**src/rtl/core/sbpdb_pkg.sv**
```systemverilog
`timescale 1ns / 1ps
`default_nettype none
// ----------------------------------------------------------------------------
// sbpdb_pkg
// Types, widths, stage numbers and constant tables shared by the spectrum
// bin polar/dB core and its cells.
// ----------------------------------------------------------------------------
package sbpdb_pkg;

  // Field widths
  localparam int IN_W    = 32;
  localparam int SCALE_W = 24;
  localparam int AMP_W   = 32;
  localparam int PH_W    = 16;
  localparam int DB_W    = 17;

  // Vectoring rotator
  localparam int CORDIC_STAGES = 18;
  localparam int CX_W  = 50;  // Q15.16 input scaled by 2^16, plus gain headroom
  localparam int CZ_W  = 34;  // angle in 2^-32 turn
  localparam int SH_W  = 5;

  // Square root
  localparam int SQ_W       = 64;
  localparam int ROOT_W     = 32;
  localparam int REM_W      = ROOT_W + 1;
  localparam int SQRT_CELLS = SQ_W / 2;

  // Logarithm
  localparam int V_W        = 64;
  localparam int NORM_STEPS = 6;
  localparam int CNT_W      = NORM_STEPS;
  localparam int M_W        = 31;
  localparam int FRAC_W     = 16;
  localparam int LOG_CELLS  = FRAC_W;
  localparam int LG_W       = CNT_W + FRAC_W;
  localparam int DBP_W      = 50;

  // Pipeline stage numbers, 1 is the input register
  localparam int IN_STG   = 1;
  localparam int SUM_STG  = 2;
  localparam int ROOT_STG = SUM_STG + SQRT_CELLS;
  localparam int MOD_STG  = ROOT_STG + 1;
  localparam int APR_STG  = MOD_STG + 1;
  localparam int AMP_STG  = APR_STG + 1;
  localparam int V_STG    = AMP_STG + 1;
  localparam int NORM_STG = V_STG + NORM_STEPS;
  localparam int M_STG    = NORM_STG + 1;
  localparam int LOGE_STG = M_STG + LOG_CELLS;
  localparam int N_STG    = LOGE_STG + 1;
  localparam int PH_STG   = IN_STG + CORDIC_STAGES + 1;
  localparam int AMP_DLY  = N_STG - AMP_STG;
  localparam int PH_DLY   = N_STG - PH_STG;

  // Constants
  localparam logic [CZ_W-1:0]  QUARTER_TURN = CZ_W'(64'd1073741824);
  localparam logic [35:0]      PH_OFFSET    = 36'd2147516416;  // half turn plus rounding
  localparam logic [PH_W-1:0]  PH_ZERO_BIN  = 16'd32768;
  localparam logic [PH_W-1:0]  PH_MAX       = 16'hFFFF;
  localparam logic [56:0]      AMP_ROUND    = 57'd4194304;
  localparam logic [V_W-1:0]   CRUMB_Q40    = 64'd109951;
  localparam logic [CNT_W-1:0] E_BIAS       = 6'd40;
  localparam logic signed [27:0] DB_PER_LOG2_Q24 = 28'sd101008905;
  localparam logic signed [DBP_W-1:0] DB_ROUND = 50'sd2147483648;
  localparam logic signed [DB_W-1:0]  LEVEL_FLOOR = -17'sd35840;

  // atan(2^-k) in 2^-32 turn
  localparam logic [31:0] ATAN_TURNS [32] = '{
    32'd536870912, 32'd316933406, 32'd167458907, 32'd85004756, 32'd42667331,
    32'd21354465, 32'd10679838, 32'd5340245, 32'd2670163, 32'd1335087,
    32'd667544, 32'd333772, 32'd166886, 32'd83443, 32'd41722, 32'd20861,
    32'd10430, 32'd5215, 32'd2608, 32'd1304, 32'd652, 32'd326, 32'd163,
    32'd81, 32'd41, 32'd20, 32'd10, 32'd5, 32'd3, 32'd1, 32'd1, 32'd0
  };

  typedef struct packed {
    logic signed [CX_W-1:0] x;
    logic signed [CX_W-1:0] y;
    logic signed [CZ_W-1:0] z;
    logic                   zero;
  } cordic_t;

  typedef struct packed {
    logic [REM_W-1:0]  rem;
    logic [ROOT_W-1:0] root;
    logic [SQ_W-1:0]   rest;
  } sqrt_t;

  typedef struct packed {
    logic [M_W-1:0]    m;
    logic [CNT_W-1:0]  e;
    logic [FRAC_W-1:0] frac;
  } log_t;

endpackage
`default_nettype wire

```
**src/rtl/core/sbpdb_log_cell.sv**
```systemverilog
`timescale 1ns / 1ps
`default_nettype none
// ----------------------------------------------------------------------------
// sbpdb_log_cell
// One fraction bit of log2: square the Q30 mantissa, renormalize.
// ----------------------------------------------------------------------------
module sbpdb_log_cell (
  input  wire logic            clk_i,
  input  wire logic            en_i,
  input  wire sbpdb_pkg::log_t d_i,
  output sbpdb_pkg::log_t      q_o
);

  sbpdb_pkg::log_t cell_d;
  sbpdb_pkg::log_t cell_q;
  logic [2*sbpdb_pkg::M_W-1:0] sq;
  logic [sbpdb_pkg::M_W:0]     t;

  always_comb begin
    sq = (2*sbpdb_pkg::M_W)'(d_i.m) * (2*sbpdb_pkg::M_W)'(d_i.m);
    t  = sq[2*sbpdb_pkg::M_W-1 -: sbpdb_pkg::M_W+1];
    cell_d.e    = d_i.e;
    cell_d.frac = {d_i.frac[sbpdb_pkg::FRAC_W-2:0], t[sbpdb_pkg::M_W]};
    cell_d.m    = t[sbpdb_pkg::M_W] ? t[sbpdb_pkg::M_W:1] : t[sbpdb_pkg::M_W-1:0];
  end

  always_ff @(posedge clk_i) begin
    if (en_i) begin
      cell_q <= cell_d;
    end
  end

  assign q_o = cell_q;

endmodule
`default_nettype wire

```
**config.mk**
```make
export PLATFORM = sky130hd
export DESIGN_NAME = sbpdb_log_cell
export DESIGN_NICKNAME = d
export VERILOG_FILES = /design/src/rtl/core/sbpdb_pkg.sv /design/src/rtl/core/sbpdb_log_cell.sv
export SDC_FILE = /design/constraint.sdc
export NUM_CORES = 2
export LEC_CHECK = 0
export ABC_AREA = 0
export BUFFER_PORTS_ARGS = -buffer_cell sky130_fd_sc_hd__buf_2
export CORE_ASPECT_RATIO = 2
export CORE_MARGIN = 1
export CORE_UTILIZATION = 25
export DETAILED_ROUTE_END_ITERATION = 12
export SYNTH_ARGS = -nofsm -noshare
export SYNTH_HDL_FRONTEND = slang
export SYNTH_SLANG_ARGS = --single-unit
```
**constraint.sdc**
```tcl
create_clock -name clk_i -period 26.1 [get_ports clk_i]
set_input_delay 3.915 -clock clk_i [delete_from_list [all_inputs] [get_ports clk_i]]
set_output_delay 3.915 -clock clk_i [all_outputs]
set_load 0.005 [all_outputs]
```
* After elaboration in Yosys (flattened, before gate mapping)
Cells that the tools add are included.
** Cells by class
- $mul :: 1
- Multiplexer cells :: 1
** Operator list (number)
- $mul A31 B31 Y62 :: 1
- $mux W30 :: 1
** Word-level totals
- Flip-flop bits (word level) :: 53
- Input port bits :: 55
- Output and inout port bits :: 53

* Depth between registers and ports, before layout
- Depth in word-level cells :: 2
- Gate-level depth with buffers :: 32
- Gate-level depth less buffers :: 26

* Worst setup path before layout
OpenSTA, ideal clock, no wires.
- Kind :: in2reg
- Start point :: input port d_i[47] in the netlist's numbering
- End point :: register cell_q, in the netlist q_o[44], data pin
- Library setup time :: 0.260 ns
- Data arrival time :: 11.405 ns
- Data required time :: 25.840 ns
- Setup slack :: 14.434 ns
- Cell stages on the path :: 30
- Buffers on the path :: 6
- Path through :: clkbuf_1 > clkbuf_1 > nand2_1 > fa_1 > fa_1 > inv_1 > fa_1 > inv_1 > fa_1 > inv_1 > fa_1 > fa_1 > fa_1 > inv_1 > fa_1 > inv_1 > ha_1 > buf_2 > nand4_1 > nor4_4 > nand3_1 > a211oi_2 > nor3_1 > or4_4 > and3_1 > buf_6 > nor2_4 > buf_6 > buf_12 > mux2_4
** RTL lines
- start: declaration :: RTL line sbpdb_log_cell.sv:10 : input wire sbpdb_pkg::log_t d_i,
- end signal: assignment :: RTL line sbpdb_log_cell.sv:29 : cell_q <= cell_d;
- end: declaration :: RTL line sbpdb_log_cell.sv:15 : sbpdb_pkg::log_t cell_q;

==> out/results.ini <==
[status]
outcome = finished, final reports clean

[synthesis]
synth-compound-area-share_pct = 4.48
ys_seq_area_share_pct = 5.48
synthArstFlopShare_pct = 0
synth-edff-count = 53
synthMuxAreaShare_pct = 1.14
synth_cells = 3025
yosysWarnings = 0
synth_top_family_by_area = adder cells
syn_area_um2 = 29000
ys_ff_latch = 53
synth_top_flop_cell = edfxtp_1
syn-num-nets = 4096
yosysUniqueCellTypes = 70
synthAdderAreaFrac_pct = 63.1
synth_xor_area_share_pct = 1.60
synthSimpleGateAreaFrac_pct = 10.7
syn_area_per_cell_um2 = 9.60

[global_route]
antenna_found_initial = 5
grt_pass1_wl_mm = 128
grt_usage_pct = 14.1
first_global_vias = 23800
grt_max_degree = 45
overflow = 0

[finish]
final_util_pct = 27.2
final_cell_mix = inv_1 (919), fa_1 (747), nand2_1 (301)
largest_register_ffs = 53
syn_to_final_growth_pct = 7.84
mostFrequentLayoutCell = inv_1
final.fill_count = 12300
drive_gt1_share_pct = 5.80
nets = 4122
antennaDiodeCount = 0

[die]
core_um2 = 115000
dieArea_um2 = 118000
initial_core_util_pct = 25.2
fp.dieW_um = 243
die_h_um = 484
pin_count = 108
placementRows = 176

[timing]
setup_tns_ns = 0
fin_crit_ns = 13.37
max_freq_mhz = 74.8
setup_viol = 0
hold_viol = 0
fin_crit_sh_pct = 51.2
timing.slew.headroom_pct = 26.3
rsz0062_at_grt = false
tightest_slew_ns = 1.10
maxSlewViolCount = 0

[clock_tree]
clock_sinks = 53
clockBufferDepth = 2
cts_root_buf = clkbuf_16
ctsResizeCount = 0
post_cts_buffers = 0
cts_htree_levels = 2
clk_pin_slew_worst_paths_ns = 0.07
ctsHoldBuffers = 0
cts_tree = done
numCtsBuffers = 5

[worst_setup_path]
cp_max_fo = 29
cpPeakStageDelay_ns = 0.94
crit_family = adder cells
slowest_stage = nor3_1
path_depth = 26
endpoint_kind = register
worstPathArrival_ns = 13.41
cp-startpoint = d_i[37]
critPathCapture = q_o[28]$_DFFE_PP_
cp_num_buf_inv = 7
required_ns = 26.15
critPathLaunchType = input pin
crit_path_frequent_cell = fa_1
critPathKind = in2reg

[routing]
drtIter0Drc = 915
routed_wl_mm = 79.4
firstDrtPassIters = 5
wire_per_inst_um = 17.4
ant_nets = 0
num_vias = 20200
viasPerCell = 4.42
drcViolationCount = 0

[placement]
gp_congestion = 0.914
dp_hpwl_mm = 64.5
port_buffers = 106

[worst_hold_path]
hold_class = in2reg

[flow_run]
drv_cap = 0

through the flow:
| step | hold WS (ns) | instance area (µm²) | worst slack, ns | instances |
|---|---|---|---|---|
| floorplan | 4.01 | 29000 | 14.43 | 3025 |
| global placement | 4.09 | 31200 | 12.60 | 4557 |
| detailed placement | 4.09 | 31200 | 12.52 | 4557 |
| CTS | 3.77 | 31300 | 12.82 | 4565 |
| global route | 3.77 | 31300 | 12.40 | 4565 |
| finish | 3.79 | 31300 | 12.73 | 4565 |
cell type report:
type,instances,area (µm²),area share [%]
clock buffer,5,125,0.399
clock inverter,3,20.0,0.0639
inverter,920,3450,11.0
multi-input combinational,1940,23500,75.1
sequential,53,1590,5.08
tap,1513,1890,6.04
timing repair buffer,131,718,2.29
kinds of logic (layout without fill, tap and decap cells):
kind of cell	Yosys count	count (layout)
buf+inv	1032	1059
fa+ha+maj	1016	1016
simple gates	642	642
compound gates	199	199
xor+xnor	53	53
flops	53	53
mux	30	30
cells in the mapped netlist, types with 8 or more instances:
cell type	number	area, µm²
nor3_1	15	75.1
and2_1	190	1190
a21o_1	28	210
mux2_2	20	225
a21oi_1	62	310
mux2i_1	9	90.1
nor2b_1	8	50.1
fa_1	747	15000
o21ai_0	38	190
o21bai_1	8	60.1
edfxtp_1	53	1590
and3_1	8	50.1
a211oi_1	9	67.6
xor2_1	21	184
inv_1	919	3450
nor2_1	60	225
clkbuf_1	95	357
nand4_1	16	100
nand2_1	301	1130
buf_2	8	40.0
ha_1	269	3370
nand3_1	19	95.1
xnor2_1	32	280
layer usage:
metal	up-vias	GRT usage [%]	part of all wire (%)
met5	-	0	0.016
li1	8867	-	-
met1	10600	13.8	32
met3	215	1.29	3.8
met2	547	28.7	58
met4	2	6.98	5.9
how the worst min path moves through the flow:
stage          startpoint                 to  cells past startpoint
6_report          d_i[12]  q_o[13]$_DFFE_PP_                      1
5_1_grt           d_i[20]  q_o[20]$_DFFE_PP_                      1
4_1_cts            d_i[2]   q_o[3]$_DFFE_PP_                      1
3_5_place_dp      d_i[10]  q_o[11]$_DFFE_PP_                      1
3_3_place_gp      d_i[11]  q_o[12]$_DFFE_PP_                      1
2_1_floorplan      d_i[9]  q_o[10]$_DFFE_PP_                      0
Power is not shown: default switching activity piles up to over one toggle a cycle in this logic, so the estimate is an artifact.
