[src/rtl/core/sbpdb_pkg.sv]
`timescale 1ns / 1ps
`default_nettype none
// ----------------------------------------------------------------------------
// sbpdb_pkg
// Types, widths, stage numbers and constant tables shared by the spectrum
// bin polar/dB core and its cells.
// ----------------------------------------------------------------------------
package sbpdb_pkg;

  // Field widths
  localparam int IN_W    = 32;
  localparam int SCALE_W = 24;
  localparam int AMP_W   = 32;
  localparam int PH_W    = 16;
  localparam int DB_W    = 17;

  // Vectoring rotator
  localparam int CORDIC_STAGES = 18;
  localparam int CX_W  = 50;  // Q15.16 input scaled by 2^16, plus gain headroom
  localparam int CZ_W  = 34;  // angle in 2^-32 turn
  localparam int SH_W  = 5;

  // Square root
  localparam int SQ_W       = 64;
  localparam int ROOT_W     = 32;
  localparam int REM_W      = ROOT_W + 1;
  localparam int SQRT_CELLS = SQ_W / 2;

  // Logarithm
  localparam int V_W        = 64;
  localparam int NORM_STEPS = 6;
  localparam int CNT_W      = NORM_STEPS;
  localparam int M_W        = 31;
  localparam int FRAC_W     = 16;
  localparam int LOG_CELLS  = FRAC_W;
  localparam int LG_W       = CNT_W + FRAC_W;
  localparam int DBP_W      = 50;

  // Pipeline stage numbers, 1 is the input register
  localparam int IN_STG   = 1;
  localparam int SUM_STG  = 2;
  localparam int ROOT_STG = SUM_STG + SQRT_CELLS;
  localparam int MOD_STG  = ROOT_STG + 1;
  localparam int APR_STG  = MOD_STG + 1;
  localparam int AMP_STG  = APR_STG + 1;
  localparam int V_STG    = AMP_STG + 1;
  localparam int NORM_STG = V_STG + NORM_STEPS;
  localparam int M_STG    = NORM_STG + 1;
  localparam int LOGE_STG = M_STG + LOG_CELLS;
  localparam int N_STG    = LOGE_STG + 1;
  localparam int PH_STG   = IN_STG + CORDIC_STAGES + 1;
  localparam int AMP_DLY  = N_STG - AMP_STG;
  localparam int PH_DLY   = N_STG - PH_STG;

  // Constants
  localparam logic [CZ_W-1:0]  QUARTER_TURN = CZ_W'(64'd1073741824);
  localparam logic [35:0]      PH_OFFSET    = 36'd2147516416;  // half turn plus rounding
  localparam logic [PH_W-1:0]  PH_ZERO_BIN  = 16'd32768;
  localparam logic [PH_W-1:0]  PH_MAX       = 16'hFFFF;
  localparam logic [56:0]      AMP_ROUND    = 57'd4194304;
  localparam logic [V_W-1:0]   CRUMB_Q40    = 64'd109951;
  localparam logic [CNT_W-1:0] E_BIAS       = 6'd40;
  localparam logic signed [27:0] DB_PER_LOG2_Q24 = 28'sd101008905;
  localparam logic signed [DBP_W-1:0] DB_ROUND = 50'sd2147483648;
  localparam logic signed [DB_W-1:0]  LEVEL_FLOOR = -17'sd35840;

  // atan(2^-k) in 2^-32 turn
  localparam logic [31:0] ATAN_TURNS [32] = '{
    32'd536870912, 32'd316933406, 32'd167458907, 32'd85004756, 32'd42667331,
    32'd21354465, 32'd10679838, 32'd5340245, 32'd2670163, 32'd1335087,
    32'd667544, 32'd333772, 32'd166886, 32'd83443, 32'd41722, 32'd20861,
    32'd10430, 32'd5215, 32'd2608, 32'd1304, 32'd652, 32'd326, 32'd163,
    32'd81, 32'd41, 32'd20, 32'd10, 32'd5, 32'd3, 32'd1, 32'd1, 32'd0
  };

  typedef struct packed {
    logic signed [CX_W-1:0] x;
    logic signed [CX_W-1:0] y;
    logic signed [CZ_W-1:0] z;
    logic                   zero;
  } cordic_t;

  typedef struct packed {
    logic [REM_W-1:0]  rem;
    logic [ROOT_W-1:0] root;
    logic [SQ_W-1:0]   rest;
  } sqrt_t;

  typedef struct packed {
    logic [M_W-1:0]    m;
    logic [CNT_W-1:0]  e;
    logic [FRAC_W-1:0] frac;
  } log_t;

endpackage
`default_nettype wire

[src/rtl/core/sbpdb_sqrt_cell.sv]
`timescale 1ns / 1ps
`default_nettype none
// ----------------------------------------------------------------------------
// sbpdb_sqrt_cell
// One digit of a restoring square root: bring down two radicand bits,
// try the next root bit.
// ----------------------------------------------------------------------------
module sbpdb_sqrt_cell (
  input  wire logic             clk_i,
  input  wire logic             en_i,
  input  wire sbpdb_pkg::sqrt_t d_i,
  output sbpdb_pkg::sqrt_t      q_o
);

  sbpdb_pkg::sqrt_t cell_d;
  sbpdb_pkg::sqrt_t cell_q;
  logic [sbpdb_pkg::REM_W+1:0] acc;
  logic [sbpdb_pkg::REM_W+1:0] trial;
  logic [sbpdb_pkg::REM_W+1:0] diff;
  logic                        ge;

  always_comb begin
    acc   = {d_i.rem, d_i.rest[sbpdb_pkg::SQ_W-1 -: 2]};
    trial = {1'b0, d_i.root, 2'b01};
    ge    = (acc >= trial);
    diff  = acc - trial;
    cell_d.rem  = ge ? diff[sbpdb_pkg::REM_W-1:0] : acc[sbpdb_pkg::REM_W-1:0];
    cell_d.root = {d_i.root[sbpdb_pkg::ROOT_W-2:0], ge};
    cell_d.rest = d_i.rest << 2;
  end

  always_ff @(posedge clk_i) begin
    if (en_i) begin
      cell_q <= cell_d;
    end
  end

  assign q_o = cell_q;

endmodule
`default_nettype wire

[config.mk]
export PLATFORM = sky130hd
export DESIGN_NAME = sbpdb_sqrt_cell
export DESIGN_NICKNAME = d
export VERILOG_FILES = /design/src/rtl/core/sbpdb_pkg.sv /design/src/rtl/core/sbpdb_sqrt_cell.sv
export SDC_FILE = /design/constraint.sdc
export NUM_CORES = 1
export LEC_CHECK = 0
export ABC_CLOCK_PERIOD_IN_PS = 3510
export BUFFER_PORTS_ARGS = -buffer_cell sky130_fd_sc_hd__buf_2
export CAP_MARGIN = 20
export CELL_PAD_IN_SITES_DETAIL_PLACEMENT = 0
export CELL_PAD_IN_SITES_GLOBAL_PLACEMENT = 2
export CORE_MARGIN = 10
export CORE_UTILIZATION = 31
export CTS_BUF_LIST = sky130_fd_sc_hd__clkbuf_8
export DETAILED_ROUTE_END_ITERATION = 6
export PLACE_DENSITY_LB_ADDON = 0.1
export REMOVE_ABC_BUFFERS = 1
export SLEW_MARGIN = 40
export SYNTH_ARGS = -nofsm -noshare
export SYNTH_HDL_FRONTEND = slang
export SYNTH_SLANG_ARGS = --single-unit
[constraint.sdc]
create_clock -name clk_i -period 3.51 [get_ports clk_i]
set_input_delay 0.1755 -clock clk_i [delete_from_list [all_inputs] [get_ports clk_i]]
set_output_delay 0.1755 -clock clk_i [all_outputs]
set_load 0.02 [all_outputs]
### Word-level counts from Yosys, hierarchy flattened

Cells that the tools add are included.

* add/sub/neg operators: 1
* $lt $le $gt $ge: 1
* multiplexer cells: 1

Operators by type and width (count)
* $ge 35x34->1: 1
* $mux 33: 1
* $sub 33x33->33: 1

* register bits after elaboration: 127
* bits of input ports: 131
* word-level logic and storage cells: 6

### Logic depth before layout (Yosys ltp)

Gate-level depths: netlist of run 1.

* depth in word-level cells: 2
* depth in mapped cells: 14
* gate-level depth less buffers: 11

### Worst setup path after synthesis of run 1

OpenSTA, ideal clock, no wires.

* path kind: input-to-reg
* start point: input d_i[69] (netlist bit)
* end point: register cell_q (netlist bit q_o[128]), data pin
* setup time: 0.261 ns
* arrival: 2.308 ns
* required time: 3.249 ns
* path slack: 0.941 ns
* stages on the path: 11
* path through: inv_1 ha_1 a211oi_2 o21bai_1 a21o_1 a221o_1 a221o_1 a21o_1 a21oi_2 xor2_1 a21oi_1

RTL lines
* start, declared: line sbpdb_sqrt_cell.sv:11 `input wire sbpdb_pkg::sqrt_t d_i,`
* end signal, assigned: line sbpdb_sqrt_cell.sv:34 `cell_q <= cell_d;`
* end, declared: line sbpdb_sqrt_cell.sv:16 `sbpdb_pkg::sqrt_t cell_q;`

==> results of run 1 <==
how the worst min path moves through the flow:
stage	endpoint	depth (start not counted)	slack, ns
final	q_o[110]$_DFFE_PP_	2	0.05
after global routing	q_o[110]$_DFFE_PP_	2	0.03
after CTS	q_o[102]$_DFFE_PP_	2	0.03
after detailed placement	q_o[62]$_DFFE_PP_	1	0.35
after global placement	q_o[38]$_DFFE_PP_	1	0.35
after floorplan	q_o[10]$_DFFE_PP_	0	0.27
area by class of cell:
type | count | area [µm²]
repair buffers | 364 | 2370
inverters | 39 | 146
clock inverters | 15 | 234
flip-flops and latches | 127 | 3810
well taps | 265 | 332
clock buffers | 17 | 234
diodes | 1 | 2.50
multi-input cells | 305 | 2050
fillers | 1843 | 10200
timing repair:
action / CTS / global route
setup endpoints to repair: 0 / 1
setup buffers: 0 / 0
hold endpoints to repair: 93 / 0
hold buffers: 93 / 0
cell families after synthesis:
kind of cell               after synthesis  share of synthesized area (%)
AOI/OAI and AO/OA                      131                           13.6
xor gates and xnor gates                28                           4.02
adders and majority gates               34                           6.97
buffers and inverters                   57                           4.04
DFF                                    127                           62.5
muxes                                    7                           1.29
other                                    1                         0.0615
and+or+nand+nor                        103                           7.53
cells in the final DEF, fill, tap and decap left out, types with 8 or more instances in the layout:
| master | Yosys | routed |
|---|---|---|
| edfxtp_1 | 127 | 127 |
| nand3_1 | 8 | 8 |
| o21a_1 | 8 | 8 |
| clkbuf_8 | 0 | 17 |
| xor2_1 | 9 | 9 |
| ha_1 | 34 | 34 |
| o21ai_0 | 20 | 20 |
| a21o_1 | 9 | 9 |
| nand2_1 | 28 | 28 |
| inv_1 | 39 | 40 |
| buf_4 | 4 | 12 |
| a21oi_1 | 56 | 56 |
| nor2_1 | 42 | 42 |
| buf_2 | 8 | 256 |
| dlygate4sd3_1 | 0 | 93 |
| xnor2_1 | 19 | 19 |
power by group through the flow:
stage	combinational, mW	clock [mW]	sequential [mW]
after floorplan	0.358	0	2.12
after global placement	0.944	0	1.92
after detailed placement	0.956	0	1.92
after CTS	1.05	1.57	1.89
after global routing	1.13	1.63	1.90
final	1.03	1.52	1.88
metal layers:
layer	up-vias	GRT usage, %	part of all wire [%]
met2	199	24.5	46
met5	-	0	0.064
met3	10	4.73	6.8
met4	2	4.13	0.77
li1	2539	-	-
met1	2407	19.9	46
per-stage QoR:
| stage | std cells | instance area, µm² |
|---|---|---|
| finish | 1133 | 9190 |
| global route | 1132 | 9180 |
| CTS | 1131 | 9160 |
| detailed placement | 1006 | 7760 |
| global placement | 1005 | 7720 |
| floorplan | 471 | 6000 |
==> results summary, run 1 <==
In this run the count of I/O pins placed on the die edge is 260. The placeable core region came out at 19400 µm². The via count of the first global-routing pass was 5459.

The number of enable flip-flop cells after synthesis came out at 127. In this run the remaining antenna-violating nets after routing total 0. The source of the worst hold timing path is d_i[108]. At the pin with the least slew margin, the transition time is 0.703 ns. The total grt overflow is 0. The worst setup margin came out at 0.188 ns. The overall fraction of global-route tracks in use is 15.4%. Setup repair after global routing left no endpoint under its margin. The relative slew slack is 52.7%. The stage delay of the slowest cell on the critical path came out at 0.63 ns. Clock-pin slew was measured on the worst setup and hold paths at 0.08 ns. The required time of the critical path came out at 3.71 ns. The sequential power share is 42.5%. Row generation in the floorplan step produced 51 rows. In the synthesized netlist the dominant register cell turns out to be edfxtp_1.

Setup violations remaining at the end of the flow were counted as 0. The design draws 4.43 mW. On the critical path the largest part of the delay comes from compound AO/OA/AOI/OAI gates.

Routability-driven placement finished with a final weighted congestion of 0.774. The initial antenna violation count is 2. The final critical path takes up 94.7% of the cycle.

The initial standard-cell utilization of the core came out at 31.4%. The total of buffers placed on input and output ports came out at 257. The async set-reset flop share out of synthesis came out at 0%. After synthesis the netlist holds a flip-flop and latch count of 127. Combinational logic burns 23.3% of the power. The number of pins exceeding their max-slew limit in the final report came out at 0. The net count of the finished layout is 1019.

The area growth from synthesis to layout came out at 50.6%. The average wire length per cell after detail routing came out at 17.9 µm. The number of design rule violations left after detail routing is 0. The aggregate routed wire length came out at 20300 µm.

Tracing the worst setup path back leads to its startpoint at d_i[64]. The tightest min-delay check is of the input pin to flop type. The share of layout cells above drive strength 1 is 36.3%. By area the synthesized netlist is led by edfxtp_1, ha_1, a21oi_1. The clock share of power came out at 34.2%.

The critical path goes through dlygate4sd3_1, buf_2, inv_1, ha_1, nor2b_1, o31ai_2, a21oi_1, a221o_1, a21oi_2, o31ai_1, a21oi_1, xnor2_1, mux2_2. The count of max-cap constraint violations is 0. The largest voltage drop on the vdd net is 0.211 mV. The worst hold slack after final layout is 0.0500 ns. The flow ran to the end, and the final reports show no timing, DRC or antenna violations. The count of mapped cells out of synthesis came out at 488.

In this run the deepest clock path goes through 2 buffers. The total count of hold-check failures in the final report is 0. The most common cell in the synthesized netlist is edfxtp_1. The core occupancy in the finished layout is 47.3%.

The switching power share of the total is 29.4%. The die width is 160 µm. The critical path startpoint category is an input pin. The die area came out at 25700 µm². The minimum clock period came out at 3.32 ns. The worst setup slack before clock tree synthesis is 0.250 ns.

The portion of synthesized cell area occupied by the leading cell type came out at 62.5%. The switching component of the power is 1.30 mW. Gates resized during post-CTS repair numbered 0. The die height came out at 160 µm. The upper clock frequency limit is 301 MHz. The first global-routing pass estimated 31500 µm of wire. The combined buffer and inverter count along the critical path came out at 3. CTS built an H-tree with a depth of 4.

The initial DRC count is 225. The number of flip-flops under the largest register name is 127. The static leakage power came out at 4.04 nW. Data on the critical path arrives at its endpoint at 3.52 ns. The count of synthesis-stage warnings from yosys is 0.

The slowest cell on the critical path is o31ai_1. The critical path depth in cells came out at 13. The power density of the placed cells is 483 nW/µm². The cell area after synthesis came out at 6100 µm².

The most critical setup path has its endpoint at q_o[126]$_DFFE_PP_. The final setup TNS is 0 ns. In this run the clock root is driven by a clkbuf_8. The top fanout value on the critical path came out at 4. The kind of end point of the critical path is a flop.

The HPWL after detailed placement came out at 15400 µm. Cell internal power was estimated by the tool at 3.13 mW. The leading area contributor after synthesis is edfxtp_1. The clock net sink count came out at 127.

The sequential-to-total area share from yosys stat came out at 62.5%. The length of the first detailed-routing pass in iterations came out at 4. The maximum number of pins on one net before global-route repair is 107. Across all layers, the routed design uses 5157 vias. Sorting the synthesized cells by how often they occur yields edfxtp_1, a21oi_1, nor2_1. Dividing the detail-routed via count by the number of cells gives 4.55. The count of cell types in the netlist came out at 48. The average instance in the mapped netlist occupies 12.5 µm². The total clock buffers created by CTS is 17. By instance count, the cell type seen most on the critical path is a21oi_1. The worst setup path is of the input pin to flop kind. TritonCTS built the clock tree.
No activity file was read; power rests on OpenSTA's default activity.
==> inputs of run 2 (changes only) <==
Settings changed: CTS_BUF_LIST sky130_fd_sc_hd__clkbuf_8 to sky130_fd_sc_hd__clkbuf_4.
==> results summary, run 2 (same netlist as run 1, synthesis figures left out) <==
The pin slew with the least headroom to its limit is 0.716 ns. In this run switching power makes up 30.2% of total power. The class of the tightest hold or removal check is input pin to flop. The total vias in the final route is 5255. The power density of the placed cells came out at 451 nW/µm². The initial DRC count is 222. The die width came out at 160 µm. The clock network is responsible for 30.4% of the overall power. The worst setup path is launched from an input pin. The count of max-cap constraint violations came out at 0. The top fanout value on the critical path is 4. Across the VDD grid, the largest voltage drop is 0.174 mV. The first detailed-routing pass ran for 5 iterations.

Leaving out fill and tap cells, the most frequent cell in the layout is buf_2. The wire length of the first global-routing pass came out at 31900 µm. The clock net in this run drives a total of 127 sinks. After detailed routing, the number of vias per cell comes to 4.51. The floorplan step defined a core boundary enclosing 19400 µm². The critical path is of the input pin to flop type. The data arrival time at the worst-slack endpoint came out at 3.53 ns.

In this run the tool buffered the top-level ports with 257 buffer cells. The I/O pin count is 260. The maximum number of pins on one net before global-route repair came out at 107. The routed design could run at a clock period as short as 3.24 ns.

The final setup TNS is 0 ns. The final cycle utilization of the critical path came out at 92.4%. The die area is 25700 µm².

The total count of hold-check failures in the final report is 0. The relative slew slack came out at 51.8%. The sequential power share is 44.5%. The required time of the critical path came out at 3.80 ns.

The root buffer cell chosen for the clock tree is clkbuf_4. The total grt overflow is 0. The share of power burned in combinational logic is 25.1%. The worst hold slack after final layout is 0.0596 ns. The average wire length per cell after detail routing is 17.5 µm. The buffers inserted during post-CTS setup optimization is 0.

The total clock buffers created by CTS came out at 17. The number of pins exceeding their max-slew limit in the final report came out at 0. The layout has 1841 filler cells. The run finished with clean final reports.

Setup repair after global routing left no endpoint under its margin. The HPWL after detailed placement is 15400 µm. The clock passes through at most 2 buffers. The static leakage power came out at 4.12 nW.

The clock-pin slew of the registers on the worst-case setup and hold paths is 0.13 ns. TritonCTS built the clock tree. The number of flip-flops under the largest register name is 127. The initial antenna violation count is 2. The switching component of the power is 1.28 mW. The library cells used most frequently in the layout, excluding fill and tap cells, are buf_2, edfxtp_1, dlygate4sd3_1.

The upper clock frequency limit came out at 308 MHz. The H-tree depth came out at 4. The number of failing setup endpoints in the final timing report is 0. The die height came out at 160 µm. For this run, design rule violations remaining after detail routing come to 0. The via count of the first global-routing pass is 5558.

Once the floorplan was initialized, standard cells occupied 31.4% of the core. The area growth from synthesis to layout came out at 54.0%. The aggregate routed wire length is 20400 µm. The remaining antenna violation count after routing came out at 0. The net count of the finished layout came out at 1050. The number of core rows is 51.

The cell-internal power came out at 2.95 mW. The share of layout cells above drive strength 1 came out at 35.2%. The kind of end point of the critical path is a flop. The final estimated routing congestion in global placement is 0.774.

The overall fraction of global-route tracks in use came out at 15.5%.
-- run 2: cell type report --
class                   instances  area, µm²  share of cell area (%)
diodes                          2       5.00                  0.0533
clock buffers                  18        135                    1.44
clock inverters                14        230                    2.45
inverters                      39        146                    1.56
multi-input cells             305       2050                    21.8
flip-flops and latches        127       3810                    40.6
well taps                     265        332                    3.53
repair buffers                395       2680                    28.6
-- run 2: power groups by stage --
stage / clock [mW] / combinational (mW) / sequential (mW)
floorplan: 0 / 0.358 / 2.12
global placement: 0 / 0.944 / 1.92
detailed placement: 0 / 0.956 / 1.92
CTS: 1.34 / 1.07 / 1.89
global route: 1.40 / 1.16 / 1.90
finish: 1.29 / 1.06 / 1.88
-- run 2: critical path: stages --
cell and delay, ns:
dlygate4sd3_1 0.52, buf_2 0.11, inv_1 0.04, ha_1 0.33, nor2b_1 0.20, o31ai_2 0.10, a21oi_1 0.33, a221o_1 0.35
a21oi_2 0.13, o31ai_1 0.64, a21oi_1 0.20, xnor2_1 0.16, mux2_2 0.25
-- run 2: worst paths after layout --
check / cells past startpoint / start / to
max: 13 / d_i[64] / q_o[126]$_DFFE_PP_
min: 3 / d_i[113] / q_o[115]$_DFFE_PP_
-- run 2: repair_timing --
item | in CTS | in global routing
hold endpoints to repair | 123 | 3
resized for setup | 0 | 0
hold buffers | 123 | 1
-- run 2: through the flow --
| step | std cells | setup slack [ns] | util (%) | instance area (µm²) | power (mW) |
|---|---|---|---|---|---|
| after floorplan | 471 | 0.0438 | - | 6000 | 2.48 |
| after global placement | 1005 | 0.177 | 39.8 | 7720 | 2.86 |
| after detailed placement | 1006 | 0.250 | 40.0 | 7760 | 2.87 |
| after CTS | 1161 | 0.325 | 48.2 | 9350 | 4.30 |
| after global routing | 1164 | 0.128 | 48.4 | 9390 | 4.46 |
| final | 1165 | 0.268 | 48.4 | 9400 | 4.23 |
-- run 2: routing by layer --
layer | routed length (µm) | vias to the layer above | global-route usage, %
met5 | 0 | - | 0
met4 | 166 | 0 | 4.13
met3 | 1350 | 10 | 4.42
met2 | 9360 | 210 | 24.6
met1 | 9510 | 2431 | 20.1
li1 | - | 2604 | -
==> inputs of run 3 (changes only) <==
Settings changed: CELL_PAD_IN_SITES_DETAIL_PLACEMENT 0 to 1.
==> results summary, run 3 (same netlist as run 1, synthesis figures left out) <==
The number of flip-flops under the largest register name is 127. The final estimated routing congestion in global placement is 0.774. The final cell area excluding filler cells is 9320 µm². Leaving out fill and tap cells, the most frequent cell in the layout is buf_2.

Among the stages of the critical path, the cell type that occurs most often is a21oi_1. The startpoint identified for the worst hold timing path is d_i[62]. The total grt overflow is 0.

Traced cell by cell, the critical path runs through dlygate4sd3_1, buf_2, ha_1, nor2b_1, o31ai_2, a21oi_1, a221o_1, a21oi_2, o31ai_1, a21oi_1, xnor2_1, mux2_2. The total vias in the final route came out at 5357. The number of core rows came out at 51. The top cell family by delay on the critical path is compound AO/OA/AOI/OAI gates. The number of design rule violations left after detail routing came out at 0. For this block, the routed nets add up to 22500 µm of wire. The final setup TNS is 0 ns. Clock-pin slew was measured on the worst setup and hold paths at 0.13 ns.

The multi-input gate area in the final layout is 2050 µm². In this design, the stage delay of the slowest critical-path cell is 0.68 ns. The class of the tightest hold or removal check is input pin to flop. Buffers placed on the I/O ports in this run total 257. The flow ran to the end, and the final reports show no timing, DRC or antenna violations. The critical path is of the input pin to flop type. The net count of the finished layout came out at 1050. The data arrival time at the worst-slack endpoint came out at 3.60 ns. The length of the first detailed-routing pass in iterations is 4. The count of max-cap constraint violations is 0.

The worst hold slack after final layout is 0.0571 ns. TritonCTS built the clock tree. The number of pins exceeding their max-slew limit in the final report came out at 0.

The die area came out at 25700 µm². The share of layout cells above drive strength 1 came out at 35.1%. In this run the standard cell core region covers 19400 µm². The initial antenna violation count came out at 2. The worst setup slack before clock tree synthesis is 0.189 ns. The average wire length per cell after detail routing came out at 19.3 µm.

After detailed placement, the total cell area comes to 7760 µm². In this run the number of H-tree levels came out at 4. The clock net sink count is 127. Entering global routing, the biggest net connects 107 pins. STA classifies the critical path startpoint as an input pin. The via count of the first global-routing pass is 6017. The number of buffers between clock root and the deepest sink is 2.

Setup violations remaining at the end of the flow were counted as 0. The largest voltage drop on the vdd net is 0.166 mV. Setup repair after global routing left no endpoint under its margin. The combined buffer and inverter count along the critical path is 2. After layout, the worst setup slack is 0.217 ns.

The final cycle utilization of the critical path came out at 93.8%. The worst setup path is captured at a flop. Derived from the worst setup path, the maximum achievable clock frequency is 304 MHz. The die width came out at 160 µm. The register cell area after layout came out at 3810 µm². At the worst endpoint, the required time is 3.81 ns.

The I/O pin count came out at 260. The remaining antenna violation count after routing came out at 0. The first global-routing pass estimated 35300 µm of wire. The relative slew slack came out at 47.9%. Leaving out fill and tap cells, the most frequent cells in the layout are buf_2, edfxtp_1, dlygate4sd3_1. The top fanout value on the critical path is 4. The slowest cell on the critical path is o31ai_1.

The total count of hold-check failures in the final report is 0. After layout, the design draws a total of 4.03 mW. The initial standard-cell utilization of the core is 31.4%.

The filler cells instantiated in the layout total 2188. The detailed-route vias per instance is 4.60. The initial DRC count came out at 210. Global routing consumed, over all layers together, 17.3% of the routing resources. The origin of the worst setup path is d_i[96]. The die height is 160 µm. The HPWL after detailed placement is 16200 µm.

The power density of the placed cells came out at 433 nW/µm². The total clock buffers created by CTS is 17. The root buffer cell chosen for the clock tree is clkbuf_4. The static leakage power came out at 4.08 nW. The area growth from synthesis to layout is 52.8%. Post-CTS timing repair inserted 0 buffers for setup. The minimum clock period came out at 3.29 ns. For the pin with the worst max-slew slack, the measured transition is 0.775 ns.
## run 3: worst min-delay path, stage by stage
cell	delay (ns)
buf_2	0.10
inv_1	0.06
xnor2_1	0.14
## run 3: power breakdown
part           switching, mW  internal (mW)  leakage (nW)
combinational          0.624          0.445          2.68
sequential            0.0435           1.85          1.24
clock                  0.638          0.433         0.152
total                   1.30           2.73          4.08
## run 3: final timing paths
kind | end | slack, ns | cells past startpoint
setup / recovery | q_o[126]$_DFFE_PP_ | 0.22 | 12
hold / removal | q_o[96]$_DFFE_PP_ | 0.06 | 3
## run 3: per-stage QoR
stage	instances	utilization (%)
finish	1164	48.0
global placement	1005	39.8
detailed placement	1006	40.0
CTS	1160	47.8
floorplan	471	-
global route	1163	48.0
## run 3: cell type report
type                            instances  share of cell area (%)
Clock buffer                           17                    1.37
Antenna cell                            2                  0.0537
Sequential cell                       127                    40.9
Multi-Input combinational cell        305                    22.0
Timing Repair Buffer                  395                    28.8
Inverter                               39                    1.57
Clock inverter                         14                    1.72
Tap cell                              265                    3.56
## run 3: metal layers
metal / GRT usage (%) / part of all wire [%] / vias up
met1: 21.6 / 45 / 2540
met2: 28.5 / 47 / 197
li1: - / - / 2604
met3: 5.22 / 6.4 / 16
met5: 0 / 0 / -
met4: 4.38 / 0.94 / 0
## run 3: what timing repair did
action                                 CTS  global route
hold buffers                           123             1
endpoints found under the hold margin  123            31
resized for setup                        0             0
